## config.mk

```make
export PLATFORM = sky130hd
export DESIGN_NAME = nearest_point_table_top
export DESIGN_NICKNAME = d
export VERILOG_FILES = /design/src/sv/npt_pkg.sv /design/src/sv/npt_ram.sv /design/src/sv/npt_scan.sv /design/src/sv/nearest_point_table_top.sv
export SDC_FILE = /design/constraint.sdc
export NUM_CORES = 2
export LEC_CHECK = 0
export ABC_CLOCK_PERIOD_IN_PS = 8200
export BUFFER_PORTS_ARGS = -buffer_cell sky130_fd_sc_hd__buf_2
export CAP_MARGIN = 0
export CELL_PAD_IN_SITES_DETAIL_PLACEMENT = 1
export CELL_PAD_IN_SITES_GLOBAL_PLACEMENT = 1
export CORE_ASPECT_RATIO = 0.5
export CORE_MARGIN = 2
export CORE_UTILIZATION = 27
export DETAILED_ROUTE_END_ITERATION = 12
export PLACE_DENSITY = 0.41
export SLEW_MARGIN = 20
export SYNTH_ARGS = -nofsm -noshare
export SYNTH_HDL_FRONTEND = slang
export SYNTH_SLANG_ARGS = --single-unit
```

## constraint.sdc

```tcl
create_clock -name i_clk -period 8.2 [get_ports i_clk]
set_input_delay 1.64 -clock i_clk [delete_from_list [all_inputs] [get_ports i_clk]]
set_output_delay 1.64 -clock i_clk [all_outputs]
set_load 0.005 [all_outputs]
```

## src/sv/npt_pkg.sv

```systemverilog
// Package for the nearest point table: item types, command and status codes,
// controller states and default sizes. No dependencies.
package npt_pkg;

    localparam int MAX_POINTS_DEF = 64;
    localparam int COORD_BITS_DEF = 16;

    localparam int CMD_W    = 2;
    localparam int POS_W    = 16;
    localparam int STATUS_W = 2;
    localparam int INDEX_W  = 6;
    localparam int COUNT_W  = 7;

    localparam logic [CMD_W-1:0] CMD_ADD     = 2'd0;
    localparam logic [CMD_W-1:0] CMD_MEMBER  = 2'd1;
    localparam logic [CMD_W-1:0] CMD_NEAREST = 2'd2;

    localparam logic [STATUS_W-1:0] ST_OK    = 2'd0;
    localparam logic [STATUS_W-1:0] ST_DUP   = 2'd1;
    localparam logic [STATUS_W-1:0] ST_FULL  = 2'd2;
    localparam logic [STATUS_W-1:0] ST_EMPTY = 2'd3;

    typedef struct packed {
        logic [CMD_W-1:0] cmd;
        logic [POS_W-1:0] pos_x;
        logic [POS_W-1:0] pos_y;
    } t_in_item;

    typedef struct packed {
        logic [STATUS_W-1:0] status;
        logic                found;
        logic [INDEX_W-1:0]  match_index;
        logic [COUNT_W-1:0]  point_count;
    } t_out_item;

    typedef enum logic [1:0] {
        S_IDLE,
        S_SCAN,
        S_DRAIN,
        S_DONE
    } t_state;

endpackage

```

## src/sv/npt_ram.sv

```systemverilog
// Generic single-clock RAM: one write port, one read port, registered read.
// No dependencies.
module npt_ram #(
    parameter int WIDTH = 32,
    parameter int DEPTH = 64,
    localparam int AW = (DEPTH > 1) ? $clog2(DEPTH) : 1
) (
    input  logic             i_clk,
    input  logic             i_we,
    input  logic [AW-1:0]    i_waddr,
    input  logic [WIDTH-1:0] i_wdata,
    input  logic             i_re,
    input  logic [AW-1:0]    i_raddr,
    output logic [WIDTH-1:0] o_rdata
);

    logic [WIDTH-1:0] r_mem [DEPTH];
    logic [WIDTH-1:0] r_rdata;

    always_ff @(posedge i_clk) begin
        if (i_we) begin
            r_mem[i_waddr] <= i_wdata;
        end
        if (i_re) begin
            r_rdata <= r_mem[i_raddr];
        end
    end

    assign o_rdata = r_rdata;

endmodule

```

## src/sv/npt_scan.sv

```systemverilog
// Scan datapath of the nearest point table: exact-match search and
// squared-distance minimum over entries streamed from the point RAM.
// Depends on npt_pkg.
module npt_scan import npt_pkg::*; #(
    parameter int MAX_POINTS = MAX_POINTS_DEF,
    parameter int COORD_BITS = COORD_BITS_DEF,
    localparam int IW = (MAX_POINTS > 1) ? $clog2(MAX_POINTS) : 1,
    localparam int CW = COORD_BITS,
    localparam int DW = 2 * COORD_BITS + 1
) (
    input  logic            i_clk,
    input  logic            i_rst_n,
    input  logic            i_clear,
    input  logic            i_rd_valid,
    input  logic [IW-1:0]   i_rd_idx,
    input  logic [2*CW-1:0] i_rdata,
    input  logic [CW-1:0]   i_qx,
    input  logic [CW-1:0]   i_qy,
    output logic            o_busy,
    output logic            o_hit,
    output logic [IW-1:0]   o_hit_idx,
    output logic [IW-1:0]   o_best_idx
);

    logic [CW-1:0]   px;
    logic [CW-1:0]   py;
    logic [CW-1:0]   n_dx;
    logic [CW-1:0]   n_dy;
    logic [DW-1:0]   sq_dist;

    logic            r1_v;
    logic [IW-1:0]   r1_idx;
    logic            r1_eq;
    logic [CW-1:0]   r1_dx;
    logic [CW-1:0]   r1_dy;

    logic            r2_v;
    logic [IW-1:0]   r2_idx;
    logic [2*CW-1:0] r2_dx2;
    logic [2*CW-1:0] r2_dy2;

    logic            r_first;
    logic [DW-1:0]   r_best;
    logic [IW-1:0]   r_best_idx;
    logic            r_hit;
    logic [IW-1:0]   r_hit_idx;

    assign px      = i_rdata[2*CW-1:CW];
    assign py      = i_rdata[CW-1:0];
    assign n_dx    = (i_qx >= px) ? (i_qx - px) : (px - i_qx);
    assign n_dy    = (i_qy >= py) ? (i_qy - py) : (py - i_qy);
    assign sq_dist = {1'b0, r2_dx2} + {1'b0, r2_dy2};

    always_ff @(posedge i_clk) begin
        if (!i_rst_n) begin
            r1_v    <= 1'b0;
            r2_v    <= 1'b0;
            r_first <= 1'b1;
            r_hit   <= 1'b0;
        end else begin
            r1_v <= i_rd_valid;
            r2_v <= r1_v;
            if (i_clear) begin
                r_first <= 1'b1;
                r_hit   <= 1'b0;
            end else begin
                if (r1_v && r1_eq && !r_hit) begin
                    r_hit <= 1'b1;
                end
                if (r2_v) begin
                    r_first <= 1'b0;
                end
            end
        end
    end

    always_ff @(posedge i_clk) begin
        r1_idx <= i_rd_idx;
        r1_eq  <= (px == i_qx) && (py == i_qy);
        r1_dx  <= n_dx;
        r1_dy  <= n_dy;
        r2_idx <= r1_idx;
        r2_dx2 <= r1_dx * r1_dx;
        r2_dy2 <= r1_dy * r1_dy;
        if (r1_v && r1_eq && !r_hit) begin
            r_hit_idx <= r1_idx;
        end
        if (r2_v && (r_first || (sq_dist < r_best))) begin
            r_best     <= sq_dist;
            r_best_idx <= r2_idx;
        end
    end

    assign o_busy     = r1_v || r2_v;
    assign o_hit      = r_hit;
    assign o_hit_idx  = r_hit_idx;
    assign o_best_idx = r_best_idx;

endmodule

```

## src/sv/nearest_point_table_top.sv

```systemverilog
// Nearest point table: each item scans the N stored entries, none for an
// empty table or an unused command. One item at a time: a new item is taken
// only once the last result is loaded for output; the point RAM's single read
// port streams one entry per cycle. Synchronous active-low reset clears the
// count and control state; the RAM is not cleared.
// Top level; depends on npt_pkg, npt_ram and npt_scan.
module nearest_point_table_top import npt_pkg::*; #(
    parameter int MAX_POINTS = MAX_POINTS_DEF,
    parameter int COORD_BITS = COORD_BITS_DEF
) (
    input  logic      i_clk,
    input  logic      i_rst_n,
    input  logic      i_valid,
    output logic      o_ready,
    input  t_in_item  i_item,
    output logic      o_valid,
    input  logic      i_ready,
    output t_out_item o_item
);

    localparam int IW   = (MAX_POINTS > 1) ? $clog2(MAX_POINTS) : 1;
    localparam int CNTW = $clog2(MAX_POINTS + 1);
    localparam int CW   = COORD_BITS;

    t_state           r_state;
    t_state           n_state;
    logic [CNTW-1:0]  r_count;
    logic [CNTW-1:0]  n_count;
    logic [IW-1:0]    r_addr;
    logic [IW-1:0]    n_addr;
    logic             r_rd_v;
    logic [IW-1:0]    r_rd_idx;
    logic [CMD_W-1:0] r_cmd;
    logic [CW-1:0]    r_qx;
    logic [CW-1:0]    r_qy;
    logic             r_out_valid;
    t_out_item        r_out;
    t_out_item        n_out;

    logic             accept;
    logic             rd_en;
    logic             we;
    logic             load_out;
    logic [2*CW-1:0]  rdata;
    logic             scan_busy;
    logic             hit;
    logic [IW-1:0]    hit_idx;
    logic [IW-1:0]    best_idx;
    logic [IW-1:0]    last_addr;

    assign o_ready   = (r_state == S_IDLE);
    assign accept    = i_valid && o_ready;
    assign last_addr = IW'(r_count - CNTW'(1));

    npt_ram #(
        .WIDTH (2 * CW),
        .DEPTH (MAX_POINTS)
    ) u_ram (
        .i_clk   (i_clk),
        .i_we    (we),
        .i_waddr (IW'(r_count)),
        .i_wdata ({r_qx, r_qy}),
        .i_re    (rd_en),
        .i_raddr (r_addr),
        .o_rdata (rdata)
    );

    npt_scan #(
        .MAX_POINTS (MAX_POINTS),
        .COORD_BITS (COORD_BITS)
    ) u_scan (
        .i_clk      (i_clk),
        .i_rst_n    (i_rst_n),
        .i_clear    (accept),
        .i_rd_valid (r_rd_v),
        .i_rd_idx   (r_rd_idx),
        .i_rdata    (rdata),
        .i_qx       (r_qx),
        .i_qy       (r_qy),
        .o_busy     (scan_busy),
        .o_hit      (hit),
        .o_hit_idx  (hit_idx),
        .o_best_idx (best_idx)
    );

    always_comb begin
        n_state  = r_state;
        n_addr   = r_addr;
        n_count  = r_count;
        rd_en    = 1'b0;
        we       = 1'b0;
        load_out = 1'b0;
        n_out    = '0;
        case (r_state)
            S_IDLE: begin
                if (accept) begin
                    n_addr = '0;
                    if (r_count == '0) begin
                        n_state = S_DONE;
                    end else if (i_item.cmd inside {CMD_ADD, CMD_MEMBER, CMD_NEAREST}) begin
                        n_state = S_SCAN;
                    end else begin
                        n_state = S_DONE;
                    end
                end
            end
            S_SCAN: begin
                rd_en = 1'b1;
                if (r_addr == last_addr) begin
                    n_state = S_DRAIN;
                end else begin
                    n_addr = r_addr + IW'(1);
                end
            end
            S_DRAIN: begin
                if (!r_rd_v && !scan_busy) begin
                    n_state = S_DONE;
                end
            end
            S_DONE: begin
                case (r_cmd)
                    CMD_ADD: begin
                        if (hit) begin
                            n_out.status      = ST_DUP;
                            n_out.match_index = INDEX_W'(hit_idx);
                        end else if (r_count == CNTW'(MAX_POINTS)) begin
                            n_out.status = ST_FULL;
                        end else begin
                            n_out.match_index = INDEX_W'(r_count);
                            n_count           = r_count + CNTW'(1);
                        end
                    end
                    CMD_MEMBER: begin
                        n_out.found = hit;
                        if (hit) begin
                            n_out.match_index = INDEX_W'(hit_idx);
                        end
                    end
                    CMD_NEAREST: begin
                        if (r_count == '0) begin
                            n_out.status = ST_EMPTY;
                        end else begin
                            n_out.found       = 1'b1;
                            n_out.match_index = INDEX_W'(best_idx);
                        end
                    end
                    default: begin
                    end
                endcase
                n_out.point_count = COUNT_W'(n_count);
                if (!r_out_valid || i_ready) begin
                    load_out = 1'b1;
                    we       = (n_count != r_count);
                    n_state  = S_IDLE;
                end else begin
                    n_count = r_count;
                end
            end
            default: begin
                n_state = S_IDLE;
            end
        endcase
    end

    always_ff @(posedge i_clk) begin
        if (!i_rst_n) begin
            r_state     <= S_IDLE;
            r_count     <= '0;
            r_rd_v      <= 1'b0;
            r_out_valid <= 1'b0;
        end else begin
            r_state <= n_state;
            r_count <= n_count;
            r_rd_v  <= rd_en;
            if (load_out) begin
                r_out_valid <= 1'b1;
            end else if (i_ready) begin
                r_out_valid <= 1'b0;
            end
        end
    end

    always_ff @(posedge i_clk) begin
        r_addr   <= n_addr;
        r_rd_idx <= r_addr;
        if (accept) begin
            r_cmd <= i_item.cmd;
            r_qx  <= CW'(i_item.pos_x);
            r_qy  <= CW'(i_item.pos_y);
        end
        if (load_out) begin
            r_out <= n_out;
        end
    end

    assign o_valid = r_out_valid;
    assign o_item  = r_out;

    a_count_range: assert property (@(posedge i_clk) disable iff (!i_rst_n)
        r_count <= CNTW'(MAX_POINTS))
        else $error("stored count above table size");

    a_scan_addr: assert property (@(posedge i_clk) disable iff (!i_rst_n)
        (r_state == S_SCAN) |-> (CNTW'(r_addr) < r_count))
        else $error("scan address beyond stored count");

    a_write_count: assert property (@(posedge i_clk) disable iff (!i_rst_n)
        we |=> (r_count == $past(r_count) + CNTW'(1)))
        else $error("point write without count advance");

    a_drain_done: assert property (@(posedge i_clk) disable iff (!i_rst_n)
        (r_state == S_DONE && $past(r_state) == S_DRAIN) |-> (!scan_busy && !r_rd_v))
        else $error("result taken while scan pipeline busy");

    a_out_hold: assert property (@(posedge i_clk) disable iff (!i_rst_n)
        (r_out_valid && !i_ready) |=> (r_out_valid && $stable(r_out)))
        else $error("pending result changed before taken");

endmodule

```

==> results.ini <==
[status]
status = complete, no violations

[drt]
top_layer = met5
vias = 55200
drc = 0
drtPass1Iterations = 5
met1Wirelength_um = 155000
wl_met2_um = 163000
wl_per_cell_um = 29.6
wl_um = 346000
vias_per_cell = 4.72
drt_iter0_markers = 4768
dr_wl_met3_um = 21600
ant_nets = 0

[yosys]
yosys_warnings = 0
synthCells = 6009
synth_area_leaders = edfxtp_1, mux4_2, fa_1, ha_1, dfxtp_1
synth-seq-cells = 2309
synthArstFlopShare_pct = 0
syn_nets = 6718
netlist_area_mm2 = 0.106
avgSynthCellArea_um2 = 17.6
ys.flop_type = edfxtp_1
yosysTopAreaCell = edfxtp_1
yosysSeqAreaShare_pct = 64.5
synth.distinct_cells = 66
synth-edff-count = 2181
synth_top_area_share_pct = 62.0

[floorplanning]
fp.dieArea_mm2 = 0.396
start_util_pct = 27.1
rows = 162
die_h_um = 446
io_pins = 56
design.core.area_mm2 = 0.389
die_w_um = 888

[clock_tree]
clk_pin_slew_ns = 0.07
cts_tree = built
cts.path.max_buffers = 4
insertion_delay_ns = 0.95
cts_sinks = 2309
htreeDepth = 4
cts-buffers-inserted = 231
postCtsHoldBufs = 0
cts_resized = 0
root_buffer = clkbuf_16
cts_setup_buffers = 0

[timing]
fin_crit_ns = 7.08
rsz0062_at_grt = no
finalCritPeriodShare_pct = 86.3
finalSetupViolations = 0
tightest_slew_ns = 1.13
fin_setup_tns_ns = 0
finalHoldViolCount = 0
slew_headroom_pct = 24.5
finClkSkew_ns = 0.140
timing.fmax_ghz = 0.141
maxSlewViolCount = 0
worst_slack_ns = 1.12
holdWs_ns = 0.345

[critical_path]
critPathKind = reg -> reg
critPathLaunchType = flip-flop
crit_arrival_ns = 7.78
critical_path_required_ns = 8.90
end_kind = flip-flop
reg2reg_to = u_scan.r2_dx2[31]
reg2reg_setup_slack_ns = 1.12
cp_max_fo = 13
reg2reg_depth = 21
rr_startpoint = u_scan.r1_dx[0]

[cells_and_area]
ff_latch_area_mm2 = 0.0681
multi_input_area_mm2 = 0.0346
nFillCells = 39600
nets = 6951
drive_above_1_share_pct = 20.3
area_growth_syn_to_layout_pct = 14.5
final_cell_mix = edfxtp_1, inv_1, mux4_2, ha_1, fa_1
final_common_cell = edfxtp_1

[global_routing]
grt_pass1_vias = 60900
antenna_found_initial = 70
grt_start_max_net_pins = 96
grt.overflow.total = 0
grt_pass1_wl_um = 484000
globalRouteTotalUtil_pct = 17.4

[worst_hold_path]
min-delay-path-class = reg -> reg
worstHoldStart = r_rd_idx[2]
min_path_cells = 0
whs_endpoint = u_scan.r1_idx[2]

[placement]
io_buffers = 55
dp_slack_ns = 0.969
dp_hpwl_um = 226000
gp_congestion = 0.787

[run]
drv_cap = 0

sequential cells by signal, summed over array words and instances (netlist names), 7 cells and up:
name           flops
r_count            7
o_item            16
u_scan.r1_dx      16
u_scan.r_best     33
u_ram.r_mem     2048
u_scan.r1_dy      16
r_qx              16
u_scan.r2_dx2     31
u_scan.r2_dy2     31
u_ram.o_rdata     32
r_qy              16
critical path: stages, from the launching register on:
cell and delay (ns):
dfxtp_1 0.85, inv_1 0.40, nor2_1 0.41, inv_1 0.11
fa_1 0.41, fa_1 0.37, inv_1 0.08, fa_1 0.44
fa_1 0.45, fa_1 0.51, inv_1 0.05, fa_1 0.47
inv_1 0.04, ha_1 0.41, nand2_1 0.16, nor3_1 0.32
nand3_1 0.14, nand3_1 0.23, a211oi_1 0.11, o31ai_1 0.61
a221oi_1 0.21, xnor2_1 0.16
Yosys cell counts, drive strengths merged, types with 14 or more instances:
| master | number |
|---|---|
| nand4 | 16 |
| o21a | 23 |
| a21oi | 171 |
| inv | 623 |
| fa | 329 |
| nor3 | 25 |
| clkbuf | 146 |
| nand2 | 254 |
| nand2b | 22 |
| xnor2 | 98 |
| o21ai | 86 |
| nor2b | 81 |
| mux4 | 621 |
| xor2 | 47 |
| o21bai | 14 |
| and3 | 19 |
| nand3 | 34 |
| a31oi | 23 |
| a21o | 63 |
| ha | 342 |
| mux2i | 74 |
| buf | 112 |
| a211oi | 59 |
| edfxtp | 2181 |
| dfxtp | 128 |
| nor2 | 185 |
| and2 | 91 |
worst max-delay path by stage:
| stage | from | end | slack [ns] | cells past startpoint |
|---|---|---|---|---|
| floorplan | u_scan.r1_dx[14] | u_scan.r2_dx2[31] | 2.17 | 22 |
| global placement | u_scan.r1_dx[0] | u_scan.r2_dx2[31] | 1.20 | 21 |
| detailed placement | u_scan.r1_dx[0] | u_scan.r2_dx2[31] | 0.97 | 21 |
| CTS | u_scan.r1_dx[0] | u_scan.r2_dx2[31] | 0.95 | 21 |
| global route | u_scan.r1_dx[0] | u_scan.r2_dx2[31] | 0.73 | 21 |
| finish | u_scan.r1_dx[0] | u_scan.r2_dx2[31] | 1.12 | 21 |
per-layer routing:
metal | track usage, % | vias up
met5 | 0 | -
met2 | 28.5 | 1146
met1 | 24.0 | 30300
li1 | - | 23400
met4 | 3.49 | 14
met3 | 3.61 | 363
kinds of logic after synthesis:
family / synth area share [%]
flops: 64.5
buf+inv: 3.30
simple gates: 3.48
mux: 14.0
fa+ha+maj: 10.3
compound gates: 3.23
xor+xnor: 1.20
per-stage QoR:
stage | util [%] | cells | cell area (µm²)
after global placement | 29.1 | 11300 | 113000
after floorplan | - | 6009 | 106000
after CTS | 31.0 | 11700 | 121000
after detailed placement | 29.2 | 11300 | 114000
final | 31.0 | 11700 | 121000
after global routing | 31.0 | 11700 | 121000
area by class of cell:
cell class	instances	share of cell area (%)
tap	5248	5.43
sequential	2309	56.3
multi-input combinational	2819	28.6
antenna	25	0.0518
clock buffer	291	5.08
inverter	623	1.93
clock inverter	118	0.838
timing repair buffer	258	1.72
Power is left out: the tool's default activity adds up to more than one toggle a clock period on the data nets, which glitch-free logic cannot reach.
